[src/rtl/mck_pkg.sv]
// Shared types, constants and the Morse letter table for the keyer.
`default_nettype none

package mck_pkg;

  localparam int unsigned TickW = 16;

  // Character codes that the keyer understands.
  localparam logic [7:0] CODE_A       = 8'd65;
  localparam logic [7:0] CODE_SPACE   = 8'd32;
  localparam logic [7:0] NUM_LETTERS  = 8'd26;

  // Number of letter gaps for a normal letter and for a blank one.
  localparam logic [1:0] GAPS_LETTER  = 2'd1;
  localparam logic [1:0] GAPS_BLANK   = 2'd2;

  // Keyer phase, one-hot.
  typedef enum logic [3:0] {
    PH_IDLE = 4'b0001,
    PH_ON   = 4'b0010,
    PH_EGAP = 4'b0100,
    PH_LGAP = 4'b1000
  } phase_e;

  // Configuration register indexes.
  typedef enum logic [1:0] {
    CFG_DOT_ON     = 2'd0,
    CFG_DASH_ON    = 2'd1,
    CFG_ELEM_GAP   = 2'd2,
    CFG_LETTER_GAP = 2'd3
  } cfg_idx_e;

  localparam logic [TickW-1:0] DOT_ON_RST     = 16'd200;
  localparam logic [TickW-1:0] DASH_ON_RST    = 16'd600;
  localparam logic [TickW-1:0] ELEM_GAP_RST   = 16'd300;
  localparam logic [TickW-1:0] LETTER_GAP_RST = 16'd1400;

  typedef struct packed {
    logic [TickW-1:0] dot_on;
    logic [TickW-1:0] dash_on;
    logic [TickW-1:0] elem_gap;
    logic [TickW-1:0] letter_gap;
  } cfg_t;

  typedef struct packed {
    logic key_level;
    logic busy;
    logic rejected;
    logic done;
  } res_t;

  // Letter table: bits 3..0 are the elements (bit 0 first, 1 = dash),
  // bits 6..4 the element count. Q and V are blank.
  function automatic logic [6:0] morse_entry(input logic [4:0] idx);
    logic [6:0] e;
    case (idx)
      5'd0:    e = 7'h22;
      5'd1:    e = 7'h41;
      5'd2:    e = 7'h45;
      5'd3:    e = 7'h31;
      5'd4:    e = 7'h10;
      5'd5:    e = 7'h44;
      5'd6:    e = 7'h33;
      5'd7:    e = 7'h40;
      5'd8:    e = 7'h20;
      5'd9:    e = 7'h4E;
      5'd10:   e = 7'h35;
      5'd11:   e = 7'h42;
      5'd12:   e = 7'h23;
      5'd13:   e = 7'h21;
      5'd14:   e = 7'h37;
      5'd15:   e = 7'h46;
      5'd16:   e = 7'h00;
      5'd17:   e = 7'h32;
      5'd18:   e = 7'h30;
      5'd19:   e = 7'h11;
      5'd20:   e = 7'h34;
      5'd21:   e = 7'h00;
      5'd22:   e = 7'h36;
      5'd23:   e = 7'h49;
      5'd24:   e = 7'h4D;
      5'd25:   e = 7'h43;
      default: e = 7'h00;
    endcase
    return e;
  endfunction

  // A programmed interval of zero ticks counts as one tick.
  function automatic logic [TickW-1:0] at_least_one(input logic [TickW-1:0] v);
    return (v == '0) ? TickW'(1) : v;
  endfunction

endpackage

`default_nettype wire

[src/rtl/morse_code_keyer_top.sv]
// Top level of the tick-driven Morse keyer: request and result registers.
`default_nettype none

// The keyer takes one request per clock cycle: either a time tick or the
// offer of a character. A request lands in an input register; when the
// result register can advance, the keyer state and a result are updated in
// a single pass and written to the result register, so each request
// produces exactly one result, at a sustained rate of one request per cycle
// while the output side keeps taking results. A letter A-Z offered while
// idle is looked up in the Morse table and keyed element by element; a space,
// Q and V key nothing and give two letter gaps. Offers made while busy, and
// codes other than upper-case letters and space, are refused. Interval lengths
// come from four 16-bit registers, each read when its interval starts; a value
// of zero counts as one tick. Write the registers only while no request is
// waiting in the block; a value written in the middle of a character applies
// from the next interval that starts.
module morse_code_keyer_top
  import mck_pkg::*;
(
  input  wire logic             clk_i,
  input  wire logic             rst_ni,
  // Request channel.
  input  wire logic             in_valid_i,
  output logic                  in_ready_o,
  input  wire logic             req_type_i,
  input  wire logic [7:0]       char_code_i,
  // Result channel.
  output logic                  out_valid_o,
  input  wire logic             out_ready_i,
  output logic                  key_level_o,
  output logic                  busy_res_o,
  output logic                  char_rejected_o,
  output logic                  char_done_o,
  // Configuration write port.
  input  wire logic             cfg_we_i,
  input  wire logic [1:0]       cfg_idx_i,
  input  wire logic [TickW-1:0] cfg_wdata_i
);

  cfg_t       cfg;
  res_t       res_next;

  logic       in_vld_q;
  logic       req_q;
  logic [7:0] code_q;
  logic       res_vld_q;
  res_t       res_q;

  logic       advance;
  logic       step;

  // The result register can take a new value when it is empty or being read.
  assign advance    = !res_vld_q || out_ready_i;
  // A held request is processed whenever the result register can advance.
  assign step       = in_vld_q && advance;
  assign in_ready_o = !in_vld_q || advance;

  mck_cfg u_cfg (
    .clk_i       (clk_i),
    .rst_ni      (rst_ni),
    .cfg_we_i    (cfg_we_i),
    .cfg_idx_i   (cfg_idx_i),
    .cfg_wdata_i (cfg_wdata_i),
    .cfg_o       (cfg)
  );

  mck_core u_core (
    .clk_i       (clk_i),
    .rst_ni      (rst_ni),
    .step_i      (step),
    .req_type_i  (req_q),
    .char_code_i (code_q),
    .cfg_i       (cfg),
    .res_o       (res_next)
  );

  // Input register: valid is control state, the payload needs no reset.
  always_ff @(posedge clk_i or negedge rst_ni) begin
    if (!rst_ni) begin
      in_vld_q <= 1'b0;
    end else if (in_ready_o) begin
      in_vld_q <= in_valid_i;
    end
  end

  always_ff @(posedge clk_i) begin
    if (in_valid_i && in_ready_o) begin
      req_q  <= req_type_i;
      code_q <= char_code_i;
    end
  end

  // Result register.
  always_ff @(posedge clk_i or negedge rst_ni) begin
    if (!rst_ni) begin
      res_vld_q <= 1'b0;
    end else if (advance) begin
      res_vld_q <= step;
    end
  end

  always_ff @(posedge clk_i) begin
    if (step) begin
      res_q <= res_next;
    end
  end

  assign out_valid_o     = res_vld_q;
  assign key_level_o     = res_q.key_level;
  assign busy_res_o      = res_q.busy;
  assign char_rejected_o = res_q.rejected;
  assign char_done_o     = res_q.done;

`ifndef ASSERT_OFF
  // A finished character leaves the keyer idle.
  a_done_idle: assert property (@(posedge clk_i) disable iff (!rst_ni)
    out_valid_o && char_done_o |-> !busy_res_o)
    else $error("char_done reported while still busy");

  // The key is only ever on while a character is in progress.
  a_key_busy: assert property (@(posedge clk_i) disable iff (!rst_ni)
    out_valid_o && key_level_o |-> busy_res_o)
    else $error("key on while idle");

  // An offer is never both refused and the end of a character.
  a_rej_done: assert property (@(posedge clk_i) disable iff (!rst_ni)
    out_valid_o |-> !(char_rejected_o && char_done_o))
    else $error("rejected and done in one result");

  // Every processed request yields a result in the next cycle.
  a_step_result: assert property (@(posedge clk_i) disable iff (!rst_ni)
    step |=> res_vld_q)
    else $error("processed request produced no result");
`endif

endmodule

`default_nettype wire

[src/rtl/mck_cfg.sv]
// Configuration registers holding the keyer's tick intervals.
`default_nettype none

module mck_cfg
  import mck_pkg::*;
(
  input  wire logic             clk_i,
  input  wire logic             rst_ni,
  input  wire logic             cfg_we_i,
  input  wire logic [1:0]       cfg_idx_i,
  input  wire logic [TickW-1:0] cfg_wdata_i,
  output cfg_t                  cfg_o
);

  cfg_t cfg_q, cfg_d;

  always_comb begin
    cfg_d = cfg_q;
    if (cfg_we_i) begin
      unique case (cfg_idx_e'(cfg_idx_i))
        CFG_DOT_ON:     cfg_d.dot_on     = cfg_wdata_i;
        CFG_DASH_ON:    cfg_d.dash_on    = cfg_wdata_i;
        CFG_ELEM_GAP:   cfg_d.elem_gap   = cfg_wdata_i;
        CFG_LETTER_GAP: cfg_d.letter_gap = cfg_wdata_i;
        default:        cfg_d = cfg_q;
      endcase
    end
  end

  always_ff @(posedge clk_i or negedge rst_ni) begin
    if (!rst_ni) begin
      cfg_q.dot_on     <= DOT_ON_RST;
      cfg_q.dash_on    <= DASH_ON_RST;
      cfg_q.elem_gap   <= ELEM_GAP_RST;
      cfg_q.letter_gap <= LETTER_GAP_RST;
    end else begin
      cfg_q <= cfg_d;
    end
  end

  assign cfg_o = cfg_q;

endmodule

`default_nettype wire

[src/rtl/mck_core.sv]
// Keyer state registers and the single-pass update for one request.
`default_nettype none

module mck_core
  import mck_pkg::*;
(
  input  wire logic       clk_i,
  input  wire logic       rst_ni,
  input  wire logic       step_i,
  input  wire logic       req_type_i,
  input  wire logic [7:0] char_code_i,
  input  cfg_t            cfg_i,
  output res_t            res_o
);

  phase_e           phase_q, phase_d;
  logic [3:0]       pat_q, pat_d;
  logic [2:0]       elems_q, elems_d;
  logic [1:0]       gaps_q, gaps_d;
  logic [TickW-1:0] cnt_q, cnt_d;

  logic [7:0]       code_off;
  logic [6:0]       entry;
  logic [3:0]       pat_shift;
  logic [2:0]       elems_dec;
  logic [1:0]       gaps_dec;

  assign code_off  = char_code_i - CODE_A;
  assign entry     = morse_entry(code_off[4:0]);
  assign pat_shift = {1'b0, pat_q[3:1]};
  assign elems_dec = elems_q - 3'd1;
  assign gaps_dec  = gaps_q - 2'd1;

  always_comb begin
    phase_d = phase_q;
    pat_d   = pat_q;
    elems_d = elems_q;
    gaps_d  = gaps_q;
    cnt_d   = cnt_q;
    res_o   = '0;

    if (req_type_i) begin
      if (phase_q != PH_IDLE) begin
        res_o.rejected = 1'b1;
      end else if (char_code_i == CODE_SPACE) begin
        pat_d   = '0;
        elems_d = '0;
        phase_d = PH_LGAP;
        gaps_d  = GAPS_BLANK;
        cnt_d   = at_least_one(cfg_i.letter_gap);
      end else if (char_code_i >= CODE_A && code_off < NUM_LETTERS) begin
        pat_d   = entry[3:0];
        elems_d = entry[6:4];
        if (entry[6:4] == 3'd0) begin
          phase_d = PH_LGAP;
          gaps_d  = GAPS_BLANK;
          cnt_d   = at_least_one(cfg_i.letter_gap);
        end else begin
          phase_d = PH_ON;
          cnt_d   = at_least_one(entry[0] ? cfg_i.dash_on : cfg_i.dot_on);
        end
      end else begin
        res_o.rejected = 1'b1;
      end
      res_o.key_level = (phase_d == PH_ON);
    end else if (phase_q != PH_IDLE) begin
      // The key level reported for a tick is the level during that tick.
      res_o.key_level = (phase_q == PH_ON);
      cnt_d = cnt_q - TickW'(1);
      if (cnt_q == TickW'(1)) begin
        unique case (phase_q)
          PH_ON: begin
            phase_d = PH_EGAP;
            cnt_d   = at_least_one(cfg_i.elem_gap);
          end
          PH_EGAP: begin
            elems_d = elems_dec;
            pat_d   = pat_shift;
            if (elems_dec != 3'd0) begin
              phase_d = PH_ON;
              cnt_d   = at_least_one(pat_shift[0] ? cfg_i.dash_on : cfg_i.dot_on);
            end else begin
              phase_d = PH_LGAP;
              gaps_d  = GAPS_LETTER;
              cnt_d   = at_least_one(cfg_i.letter_gap);
            end
          end
          PH_LGAP: begin
            gaps_d = gaps_dec;
            if (gaps_dec != 2'd0) begin
              cnt_d = at_least_one(cfg_i.letter_gap);
            end else begin
              phase_d    = PH_IDLE;
              pat_d      = '0;
              elems_d    = '0;
              res_o.done = 1'b1;
            end
          end
          default: begin
            phase_d = phase_q;
          end
        endcase
      end
    end

    res_o.busy = (phase_d != PH_IDLE);
  end

  always_ff @(posedge clk_i or negedge rst_ni) begin
    if (!rst_ni) begin
      phase_q <= PH_IDLE;
      pat_q   <= '0;
      elems_q <= '0;
      gaps_q  <= '0;
      cnt_q   <= '0;
    end else if (step_i) begin
      phase_q <= phase_d;
      pat_q   <= pat_d;
      elems_q <= elems_d;
      gaps_q  <= gaps_d;
      cnt_q   <= cnt_d;
    end
  end

endmodule

`default_nettype wire

[config.mk]
export PLATFORM = sky130hd
export DESIGN_NAME = morse_code_keyer_top
export DESIGN_NICKNAME = d
export VERILOG_FILES = /design/src/rtl/mck_pkg.sv /design/src/rtl/morse_code_keyer_top.sv /design/src/rtl/mck_cfg.sv /design/src/rtl/mck_core.sv
export SDC_FILE = /design/constraint.sdc
export NUM_CORES = 1
export LEC_CHECK = 0
export BUFFER_PORTS_ARGS = -buffer_cell sky130_fd_sc_hd__buf_2
export CAP_MARGIN = 20
export CORE_UTILIZATION = 61
export CTS_CLUSTER_SIZE = 25
export DETAILED_ROUTE_END_ITERATION = 8
export HOLD_SLACK_MARGIN = 0.05
export PLACE_DENSITY = 0.83
export SLEW_MARGIN = 20
export SYNTH_ARGS = -nofsm -noshare
export SYNTH_HDL_FRONTEND = slang
export SYNTH_SLANG_ARGS = --single-unit
[constraint.sdc]
create_clock -name clk_i -period 10.1 [get_ports clk_i]
set_clock_uncertainty 0.15 [all_clocks]
set_input_delay 1.01 -clock clk_i [delete_from_list [all_inputs] [get_ports clk_i]]
set_output_delay 1.01 -clock clk_i [all_outputs]
set_load 0.02 [all_outputs]
# After elaboration in Yosys (flattened, before gate mapping)
# Memories as Yosys holds them, arrays and structs flattened.
# Index checks and enable logic that the tools add are counted.
[op_classes]
muxes = 58
addsub = 4
order_cmp = 2
reduce_logical = 28
eq_ne = 14
bitwise = 3
[op_table]
columns = ["operator", "n"]
rows = [
  ["16-bit two-way mux", 15],
  ["4-bit two-way mux", 17],
  ["16-bit zero test", 4],
  ["16-bit one-hot mux with 3 select lines", 1],
  ["3-bit two-way mux", 7],
  ["16-bit by 1-bit == test with 1-bit output, second input constant", 1],
  ["2-bit two-way mux", 8],
  ["16-bit by 1-bit subtractor with 16-bit output, second input constant", 1],
  ["4-bit one-hot mux with 3 select lines", 1],
  ["3-bit nonzero test", 4],
  ["4-bit by 2-bit == test with 1-bit output, second input constant", 2],
  ["8-bit by 6-bit == test with 1-bit output, second input constant", 1],
  ["8-bit by 7-bit >= comparator with 1-bit output, second input constant", 1],
  ["8-bit by 5-bit less-than comparator with 1-bit output, second input constant", 1],
  ["4-bit by 1-bit != test with 1-bit output, second input constant", 2],
  ["4-bit one-hot mux with 2 select lines", 1],
  ["2-bit AND reduction", 4],
  ["8-bit AND reduction", 1],
  ["8-bit by 7-bit subtractor with 8-bit output, second input constant", 1],
  ["7-bit AND reduction", 1],
  ["1-bit two-way mux", 6],
  ["3-bit != test, second input constant", 2],
  ["3-bit one-hot mux with 2 select lines", 1],
  ["2-bit nonzero test", 3],
  ["16 further kinds", 23],
]
[totals]
elab_cells = 127
rom_bits = 224
register_bits = 108
mem_count = 1
[memory_table]
columns = ["name", "words", "word_bits", "read_ports", "rd_ports_with_merged_regs", "wr", "line_no", "text"]
rows = [
  ["(name not given)", 32, 7, 1, 0, 0, "mck_pkg.sv:56", "case (idx)"],
]

# Depth between registers and ports, before layout
# Gate-level depths: netlist (run 1).
# An unclocked memory read counts as a cell.
[depth]
ltp_word = 10
mapped_depth = 14
mapped_depth_nobuf = 10

# By module
# A second synthesis (run 1) with hierarchy kept.
[unflattened]
hier_cells = 632
hier_area_um2 = 6691.4
[modules_own_cells]
columns = ["module", "cells_per_inst", "n_inst", "area_each_um2", "seq_area_each_um2"]
rows = [
  ["mck_core", 475, 1, 3764.9, 701.9],
  ["mck_cfg", 136, 1, 2432.3, 1622.8],
  ["morse_code_keyer_top", 21, 1, 494.2, 440.4],
]

# Worst setup path before layout (run 1)
# OpenSTA, ideal clock, no wires.
[synth_timing]
path_type = "reg2reg"
start = "register code_q[0]"
end = "register u_core.cnt_q[1]"
period_less_slack_ns = 3.583
arrival_ns = 3.307
setup_ns = 0.126
path_slack_ns = 6.517
path_buffers = 4
stages_incl_launch_ff = 14
cell_sequence = "edfxtp_1 > clkbuf_1 > buf_2 > inv_1 > ha_1 > ha_1 > buf_2 > clkbuf_1 > o21ai_0 > a2bb2oi_1 > o32ai_4 > mux2_2 > mux2_2 > a221o_1"
[synth_via]
elab_chain_len = 10
word_cells_on_any_way = 17
classes_between = "1 x add/sub; 2 x order compare; 1 x eq/ne; 7 x mux; 5 x reduce/logical; 1 x memory"
[synth_rtl]
columns = ["item", "line_no", "text"]
rows = [
  ["from (decl)", "morse_code_keyer_top.sv:45", "logic [7:0] code_q;"],
  ["from (signal assigned)", "morse_code_keyer_top.sv:89", "code_q <= char_code_i;"],
  ["8-bit by 7-bit subtractor with 8-bit output", "mck_core.sv:28", "assign code_off = char_code_i - CODE_A;"],
  ["memory 32 x 7 bit", "n/a", ""],
  ["16-bit two-way mux", "mck_core.sv:60", "cnt_d = at_least_one(entry[0] ? cfg_i.dash_on : cfg_i.dot_on);"],
  ["16-bit zero test", "mck_pkg.sv:90", "return (v == '0) ? TickW'(1) : v;"],
  ["16-bit two-way mux", "mck_pkg.sv:90", ""],
  ["16-bit two-way mux", "mck_core.sv:54", "if (entry[6:4] == 3'd0) begin"],
  ["16-bit two-way mux", "mck_core.sv:51", "end else if (char_code_i >= CODE_A && code_off < NUM_LETTERS) begin"],
  ["16-bit two-way mux", "mck_core.sv:45", "end else if (char_code_i == CODE_SPACE) begin"],
  ["16-bit two-way mux", "mck_core.sv:43", "if (phase_q != PH_IDLE) begin"],
  ["16-bit two-way mux", "mck_core.sv:42", "if (req_type_i) begin"],
  ["to (signal assigned)", "mck_core.sv:121", "cnt_q <= cnt_d;"],
  ["to (decl)", "mck_core.sv:20", "logic [TickW-1:0] cnt_q, cnt_d;"],
]
# Several ways; a longest one is shown, not always the timed one. The select of a mux whose other input is x is not followed.
# A chain may end at the register's enable or synchronous reset.

# Worst setup path in the final report (run 1)
[layout_timing]
start = "register code_q[0]"
end = "register u_core.cnt_q[5]"
# The elaborated chain is that of the path after synthesis.

==> run summary, run 1 <==
Status - completed
FF/Latch Area - 2765 um^2
DRT iter0 DRCs - 629
Worst setup EP type - flip-flop
Ranking of synthesized cells by area - dfrtp_1 28%, mux2_2 16%, dfstp_2 7.0%, edfxtp_1 5.8%, ha_1 2.8%
Finished Core Util - 66.57%
Post-synth ARST share - 87.85%
Placed Cells - 774
Mapped Avg Cell Area - 10.71 um^2
Main synth FF type - dfrtp_1
Ports - 38
Int Power - 0.8373 mW
Post-Syn Area - 6758 um^2
Core area - 10790 um^2
Syn_nets - 678
Antenna cells - 0
Post_cts resized - 0
Setup_tns - 0 ns
Slew Limit Headroom - 33.64%
First-pass GRT wire length - 28580 um
Synth Warn # - 0
GRT Util Overall - 32.06%
CP Launch Type - flip-flop
Antenna viol nets, final - 0
Compound-gate portion of the synthesized area - 18.46%
Worst EP required - 10.24 ns
Tot Pwr - 1.307 mW
Post-DP Area - 6975 um^2
CTS Buffer Depth - 2
RSZ-0062 raised after global routing - false
Crit path DAT - 4.89 ns
Most common cell after layout, fill and taps aside - mux2_2
Final Cell Area - 7184 um^2
Fin cells - 790
H-tree Lvls - 3
EDFF count, synth - 13
Layout cell share with drive strength beyond 1 - 29.54%
DP HPWL - 12320 um
Most frequent cells in the layout - 97 x mux2_2, 76 x dfrtp_1, 38 x nor2_1
Synth top area share - 28.14%
Dpl ws - 5.399 ns
Row count - 38
IO Port Bufs - 37
Die ar. - 11500 um^2
Fill cells - 818
Vias in the first global route - 5652
Max frequency - 210.2 MHz
Hold Path Class - input pin to asynchronous set/reset pin
Clk pin slew, worst setup/hold paths - 0.11 ns
Via density - 6.984
Sequential area share after synthesis - 40.92%
Synthesis-stage register bit count - 107
Global placement routability congestion - 0.9479
Adder-cell share of the synthesized area - 2.777%
Starting Density - 62.61%
Sw Ratio - 35.95%
Static Leakage - 2.759 nW
Layout Nets - 692
Worst setup margin - 5.343 ns
Area of the multi-input gates - 3731 um^2
Final Hold Fails - 0
DIE WIDTH - 107.3 um
CTS tree - built
GRT overflow - 0
Main combinational cell family by area after synthesis - compound AO/OA/AOI/OAI gates
Sw Pwr - 0.4699 mW
Total of max-cap violations - 0
Hold Buf Count CTS - 0
Final setup vio count - 0
Sink Count - 107
Pins Over Slew Limit - 0
Period utilisation layout - 47.09%
Tightest Pin Transition - 0.9926 ns
Kind of critical path - flip-flop to flip-flop
DRT Pass-1 Iters - 6
Synth cell types - 85
Clock latency on the worst-skew pair - 0.40 ns
Yosys top cell by area - dfrtp_1
CTS root buf - clkbuf_8
DRC viols - 0
Total CTS buffers - 9
CP max FO - 20
Initial antenna violation count - 0
Gate Count Post-Synth - 631
Mux contribution to synthesized area - 18.26%
Drt wl/cell - 21.71 um
Final wirelength - 17150 um
Die Ht - 107.3 um
Clock power share - 20.6%
Vias - 5517
Hold WS - 0.2792 ns
Area delta synth->final - 6.314%
Post-Synth XOR/XNOR Area - 0.6295%
Fin crit period - 4.757 ns
Pwr per Cell Area - 182.0 nW/um^2
Reg power frac - 49.8%
Largest net degree at the start of global routing - 85
Post-CTS Setup Inserts - 0
Combinational Power Share - 29.6%
Area share of and/or/nand/nor cells after synthesis - 15.02%
Peak supply drop - 0.1505 mV
power groups by stage:
stage	clock network (mW)	logic, mW	registers, mW
global placement	0	0.367	0.647
finish	0.269	0.387	0.651
global route	0.287	0.424	0.661
detailed placement	0	0.379	0.653
floorplan	0	0.310	0.607
CTS	0.271	0.382	0.645
synthesized netlist by cell type (4+ instances only):
cell      number
mux2_2        97
dfrtp_1       76
nor2_1        38
o21ai_0       28
clkbuf_1      24
nand2_1       22
nor4_1        21
inv_1         20
dfstp_2       18
a21oi_1       16
ha_1          15
nor3_1        14
edfxtp_1      13
mux2i_1       13
nand3_1       12
a222oi_1      11
and2_1        10
a31oi_1        8
o221a_1        8
a221o_1        7
o22ai_1        7
a211oi_1       6
a22o_1         6
buf_2          6
nand2b_1       6
nand4_1        6
o21a_1         6
o31ai_1        6
o41ai_1        6
or3_1          6
a221oi_1       5
and3_1         5
buf_4          5
nor2b_1        5
o211ai_1       4
or2_2          4
routing by layer:
layer | GRT usage [%] | up-vias | share of wire [%]
met5 | 0 | - | 0
met4 | 15.26 | 0 | 4.2
met3 | 7.203 | 63 | 7.0
met2 | 52.03 | 278 | 47
met1 | 40.69 | 2682 | 41
li1 | - | 2494 | -
path summary, 6_finish.rpt:
path	start	end	slack (ns)	cells after the start
min in group clk_i	in_vld_q	out_valid_o	0.36	1
hold reg to reg	in_vld_q	out_valid_o	0.36	1
setup / recovery	code_q[0]	u_core.cnt_q[5]	5.34	10
max in group asynchronous	rst_ni	u_cfg.cfg_o[2]	8.55	2
hold / removal	rst_ni	u_core.cnt_q[7]	0.28	1
setup reg to reg	code_q[0]	u_core.cnt_q[5]	5.34	10
final cells by class:
class / count / share of cell area, %
clock buffer: 11 / 2.107
clock inverter: 5 / 0.7489
inverter: 21 / 1.097
multi-input combinational: 464 / 51.93
sequential: 107 / 38.49
tap: 140 / 2.438
timing repair buffer: 42 / 3.187
cell families after synthesis:
group                      count (synthesis)
xor gates and xnor gates                   4
muxes                                    111
buffers and inverters                     60
AOI/OAI and AO/OA                        160
adders and majority gates                 15
DFF                                      107
and+or+nand+nor                          174
critical path, cell delays in order (launching register included):
cell and delay [ns]:
edfxtp_1 0.75, inv_1 0.25, ha_1 0.40, ha_1 0.72, inv_1 0.21, a221oi_1 0.31
o221ai_1 0.16, o211a_1 0.20, o31ai_4 0.75, mux2_2 0.42, a221o_1 0.31
state kept, by name, indices dropped and copies added, names as in the netlist:
| name | cells |
|---|---|
| out_valid_o | 1 |
| u_core.gaps_q | 2 |
| u_core.pat_q | 3 |
| key_level_o | 1 |
| in_vld_q | 1 |
| char_rejected_o | 1 |
| req_q | 1 |
| busy_res_o | 1 |
| u_cfg.cfg_o | 64 |
| u_core.elems_q | 3 |
| u_core.cnt_q | 16 |
| u_core.phase_q | 4 |
| char_done_o | 1 |
| code_q | 8 |
No activity file was read; power rests on OpenSTA's default activity.
==> inputs of run 2 (changes only) <==
Settings changed: ABC_AREA set to 1.
Clock period 10.1 ns to 4.6 ns, I/O delays scaled along.
==> run summary, run 2 <==
Status - completed
Fill cells - 936
Metal-1 WL - 7453 um
Reg2reg setup slack - 1.11 ns
Fin crit period - 3.490 ns
Kind of critical path - flip-flop to flip-flop
Peak supply drop - 0.2954 mV
Worst setup EP type - flip-flop
Post-synth ARST share - 87.85%
Most common cell in the netlist - nand2_1
Synth Warn # - 0
Tightest Pin Transition - 0.9594 ns
Antenna cells - 0
Initial antenna violation count - 0
Synthesis-stage register bit count - 107
Most used cell along the critical path - nand2_1
Crit Reg-Reg Endpoint - busy_res_o
Core area - 10510 um^2
Placed Cells - 1058
Fin cells - 1075
EDFF count, synth - 13
Sequential area share after synthesis - 41.09%
Crit path DAT - 3.49 ns
Most frequent cells in the layout - 283 x nand2_1, 98 x o21ai_0, 87 x inv_1
Main synth FF type - dfrtp_1
CP Launch Type - flip-flop
Row count - 37
CP max FO - 18
Hold Startpoint - char_code_i[1]
Met2 wire length - 7845 um
Critical-path top delay cell - edfxtp_1
RSZ-0062 raised after global routing - false
DR top layer - met4
Worst r2r path cells - 18
Final wirelength - 16990 um
Layout Nets - 981
Hold endpoint - code_q[1]
Gate Count Post-Synth - 914
Ports - 38
Pwr per Cell Area - 435.0 nW/um^2
Slew Limit Headroom - 35.88%
Post-Syn Area - 6730 um^2
Total CTS buffers - 9
DRT iter0 DRCs - 576
Setup_tns - 0 ns
H-tree Lvls - 3
Vias in the first global route - 5792
Max frequency - 286.5 MHz
Clk pin slew, worst setup/hold paths - 0.11 ns
DRT Pass-1 Iters - 5
Synth cell types - 47
Most common cell after layout, fill and taps aside - nand2_1
CTS root buf - clkbuf_8
CTS tree - built
Drt wl/cell - 15.81 um
Global placement routability congestion - 0.9640
Mapped Avg Cell Area - 7.363 um^2
DR WL met3 - 1189 um
Sink Count - 107
Largest net degree at the start of global routing - 60
Total of max-cap violations - 0
Starting Density - 64.04%
Max reg flops - 64
Layout cell share with drive strength beyond 1 - 13.10%
Largest stage delay on the critical path - 0.53 ns
Synth top area share - 28.26%
Die ar. - 11460 um^2
Vias - 6218
Cells on Worst Hold Path - 1
DP HPWL - 12400 um
Yosys top cell by area - dfrtp_1
Worst EP required - 4.60 ns
Ranking of synthesized cells by area - dfrtp_1 28%, nand2_1 16%, o21ai_0 7.3%, dfstp_2 7.0%, edfxtp_1 5.8%
Via density - 5.784
Clock latency on the worst-skew pair - 0.40 ns
Pins Over Slew Limit - 0
Worst-path cell chain - inv_2 > ha_1 > ha_1 > inv_1 > nand2_1 > o211ai_1 > nand2_1 > nand2_1 > nand2_1 > nor2_1 > nand2_2 > nand2_4 > nand2_1 > nand2_1 > nand2_1 > nand2_1 > nor2_1 > nand2_1
Period utilisation layout - 75.88%
Hold Path Class - input pin to flip-flop
Commonest cells in the netlist - 283 x nand2_1, 98 x o21ai_0, 87 x inv_1
Final Hold Fails - 0
IO Port Bufs - 37
Syn_nets - 961
Antenna viol nets, final - 0
GRT overflow - 0
GRT Util Overall - 32.17%
DRC viols - 0
DIE WIDTH - 107.0 um
Die Ht - 107.0 um
Area delta synth->final - 6.098%
First-pass GRT wire length - 28420 um
Final setup vio count - 0
Reg-to-reg startpoint - code_q[0]
Static Leakage - 3.451 nW
CTS Buffer Depth - 2
run 2: changes by cell type after synthesis, sizes merged, moves of 21 or more:
cell   before  now
inv        20   91
mux2       98    0
nand2      23  304
nand3      12   76
nor2       39   61
nor4       24    3
o21ai      30  107
run 2: critical path: cells and delay by family (launching register included):
family | cells | cell delay (ns)
and+or+nand+nor | 13 | 1.33
DFF | 1 | 0.53
buffers and inverters | 2 | 0.29
AOI/OAI and AO/OA | 1 | 0.10
adders and majority gates | 2 | 0.83
run 2: kinds of logic after synthesis:
group / Yosys count / synth area share, %
AO/OA/AOI/OAI: 171 / 14.15
AND/OR/NAND/NOR: 478 / 31.08
flip-flops: 107 / 41.09
buffers and inverters: 125 / 8.217
adder cells (fa/ha/maj): 15 / 2.789
XOR/XNOR: 15 / 2.231
multiplexers: 3 / 0.4462
run 2: power breakdown:
group	leakage, nW	internal (mW)	switching, mW
logic	2.08	0.399	0.716
clock network	0.106	0.255	0.344
registers	1.26	1.18	0.214
run 2: stage by stage:
step | util [%] | instance area, um^2 | setup WS [ns] | hold WS, ns | power (mW)
finish | 67.95 | 7141 | 1.110 | 0.08096 | 3.106
detailed placement | 65.82 | 6917 | 1.177 | 0.3255 | 2.494
global placement | 65.82 | 6917 | 1.283 | 0.3158 | 2.470
global route | 67.95 | 7141 | 0.7997 | 0.07272 | 3.328
floorplan | - | 6730 | 1.733 | 0.01441 | 2.214
CTS | 67.85 | 7131 | 1.159 | 0.06810 | 3.092
run 2: worst max path at each step:
stage | startpoint | to
finish | code_q[0] | busy_res_o
CTS | code_q[0] | busy_res_o
global route | code_q[0] | u_core.gaps_q[1]
global placement | code_q[0] | busy_res_o
floorplan | code_q[0] | busy_res_o
detailed placement | code_q[0] | busy_res_o
run 2: layer usage:
metal,global-route usage [%],vias up
li1,-,3037
met1,43.57,2871
met2,51.06,267
met3,5.289,43
met4,14.19,0
met5,0,-
run 2: final cells by class:
type,instances,area (um^2),share of cell area (%)
clock buffers,12,166.4,2.330
clock inverters,4,37.54,0.5257
inverters,91,344.1,4.819
multi-input cells,682,3422,47.92
flip-flops and latches,107,2765,38.72
well taps,136,170.2,2.383
repair buffers,43,235.2,3.294
run 2: what timing repair did:
action / in CTS / in global routing
endpoints found under the hold margin: 49 / 0
setup buffers: 0 / 0
resized for setup: 0 / 0
hold buffers: 1 / 0
==> inputs of run 3 (changes only) <==
Settings changed: CORE_UTILIZATION 61 to 56, PLACE_DENSITY 0.83 to 0.8.
Clock period 4.6 ns to 3.2 ns, I/O delays scaled along.
==> run summary, run 3 (synthesis results as in run 2) <==
Post-CTS Setup Inserts - 0
First-pass GRT wire length - 29260 um
Reg2reg setup slack - 0.34 ns
RSZ-0062 raised after global routing - false
Final wirelength - 17080 um
Pins Over Slew Limit - 0
Worst r2r path cells - 19
CTS tree - built
Sink Count - 107
DP HPWL - 12180 um
Total of max-cap violations - 0
Period utilisation layout - 89.46%
Clock latency on the worst-skew pair - 0.36 ns
DRT Pass-1 Iters - 7
Kind of critical path - flip-flop to flip-flop
Worst EP required - 3.35 ns
Failing checks - DRC
Starting Density - 58.20%
Crit path DAT - 3.01 ns
Most frequent cells in the layout - 283 x nand2_1, 98 x o21ai_0, 87 x inv_1
DIE WIDTH - 111.6 um
Largest net degree at the start of global routing - 50
Antenna cells - 0
Fin crit period - 2.863 ns
CP Launch Type - flip-flop
Die Ht - 111.6 um
Layout cell share with drive strength beyond 1 - 13.96%
GRT Util Overall - 29.49%
Global placement routability congestion - 0.9467
H-tree Lvls - 3
Critical-path top delay cell - ha_2
Area delta synth->final - 10.65%
Row count - 39
Worst setup margin - 0.3371 ns
IO Port Bufs - 37
Crit Reg-Reg Endpoint - u_core.cnt_q[0]
Max reg flops - 64
Total CTS buffers - 9
Core area - 11560 um^2
Worst-path cell chain - inv_2 > ha_1 > ha_2 > inv_1 > nand2_1 > nand2_1 > nand3_1 > nand2_1 > nand2_4 > nand2_8 > nand2_1 > nand2_1 > nor2_1 > nand2_1 > nor2_1 > nand2_1 > nand2_1 > nand2_1 > a21oi_2
Hold Path Class - input pin to flip-flop
CP max FO - 17
Tightest Pin Transition - 0.9547 ns
Setup_tns - 0 ns
Reg-to-reg startpoint - code_q[0]
Worst setup EP type - flip-flop
Most common cell after layout, fill and taps aside - nand2_1
Max frequency - 349.3 MHz
Final Cell Area - 7447 um^2
Slew Limit Headroom - 36.20%
DRT iter0 DRCs - 711
Peak supply drop - 0.4710 mV
Status - complete, but fails checks
DRC viols - 3
Via density - 5.702
Final Hold Fails - 0
CTS Buffer Depth - 2
CTS root buf - clkbuf_16
Antenna viol nets, final - 0
Layout Nets - 1002
Initial antenna violation count - 0
GRT overflow - 0
Pwr per Cell Area - 641.5 nW/um^2
End of the critical path - u_core.cnt_q[0]
Final setup vio count - 0
Vias - 6289
Largest stage delay on the critical path - 0.45 ns
Post-DP Area - 7020 um^2
Clk pin slew, worst setup/hold paths - 0.08 ns
Vias in the first global route - 6030
Drt wl/cell - 15.48 um
Most used cell along the critical path - nand2_1
Die ar. - 12460 um^2
Dpl ws - 0.3207 ns
Static Leakage - 3.596 nW
Ports - 38
Crit path from - code_q[0]
run 3: critical path, delay by kind of cell, from the launching register on:
| family | cells | cell delay [ns] |
|---|---|---|
| AND/OR/NAND/NOR | 14 | 1.28 |
| adder cells (fa/ha/maj) | 2 | 0.68 |
| flip-flops | 1 | 0.37 |
| buffers and inverters | 2 | 0.21 |
| AO/OA/AOI/OAI | 1 | 0.10 |
run 3: area by class of cell:
| cell class | count | area [um^2] |
|---|---|---|
| tap | 143 | 178.9 |
| clock inverter | 4 | 36.28 |
| inverter | 91 | 344.1 |
| timing repair buffer | 64 | 430.4 |
| sequential | 107 | 2765 |
| clock buffer | 12 | 277.8 |
| multi-input combinational | 682 | 3415 |
| fill | 977 | 4118 |
run 3: how the worst min path moves through the flow:
stage	start	endpoint	slack [ns]	cells after the start
detailed placement	rst_ni	u_core.pat_q[3]	0.22	1
floorplan	rst_ni	in_vld_q	-0.13	0
global route	cfg_wdata_i[2]	u_cfg.cfg_o[18]	0.11	3
global placement	rst_ni	u_core.pat_q[3]	0.21	1
CTS	cfg_wdata_i[7]	u_cfg.cfg_o[55]	0.08	3
finish	cfg_wdata_i[7]	u_cfg.cfg_o[55]	0.08	3
run 3: stage by stage:
stage                     utilization, %  hold slack, ns  total power, mW  instances
after floorplan                        -         -0.1256            3.183        914
after global placement             60.71          0.2134            3.557       1076
after detailed placement           60.71          0.2240            3.582       1076
after CTS                          64.37         0.07817            4.757       1103
after global routing               64.39          0.1071            5.099       1103
final                              64.39         0.08129            4.777       1103
run 3: timing repair:
action / 4_1_cts / 5_1_grt
hold endpoints to repair: 43 / 0
gates resized for setup: 0 / 1
setup endpoints to repair: 0 / 1
hold buffers: 11 / 0
run 3: metal layers:
metal / vias up / track usage, % / share of wire (%)
met5: - / 0 / 0
met4: 0 / 13.51 / 3.0
met3: 42 / 4.899 / 6.3
met2: 247 / 45.67 / 46
met1: 2914 / 40.68 / 45
li1: 3086 / - / -
run 3: where the power goes:
| part | total [mW] | leakage [nW] | switching, mW | internal, mW |
|---|---|---|---|---|
| registers | 2.00 | 1.26 | 0.300 | 1.70 |
| clock network | 1.15 | 0.158 | 0.524 | 0.631 |
| logic | 1.63 | 2.18 | 1.02 | 0.604 |
| total | 4.78 | 3.60 | 1.85 | 2.93 |
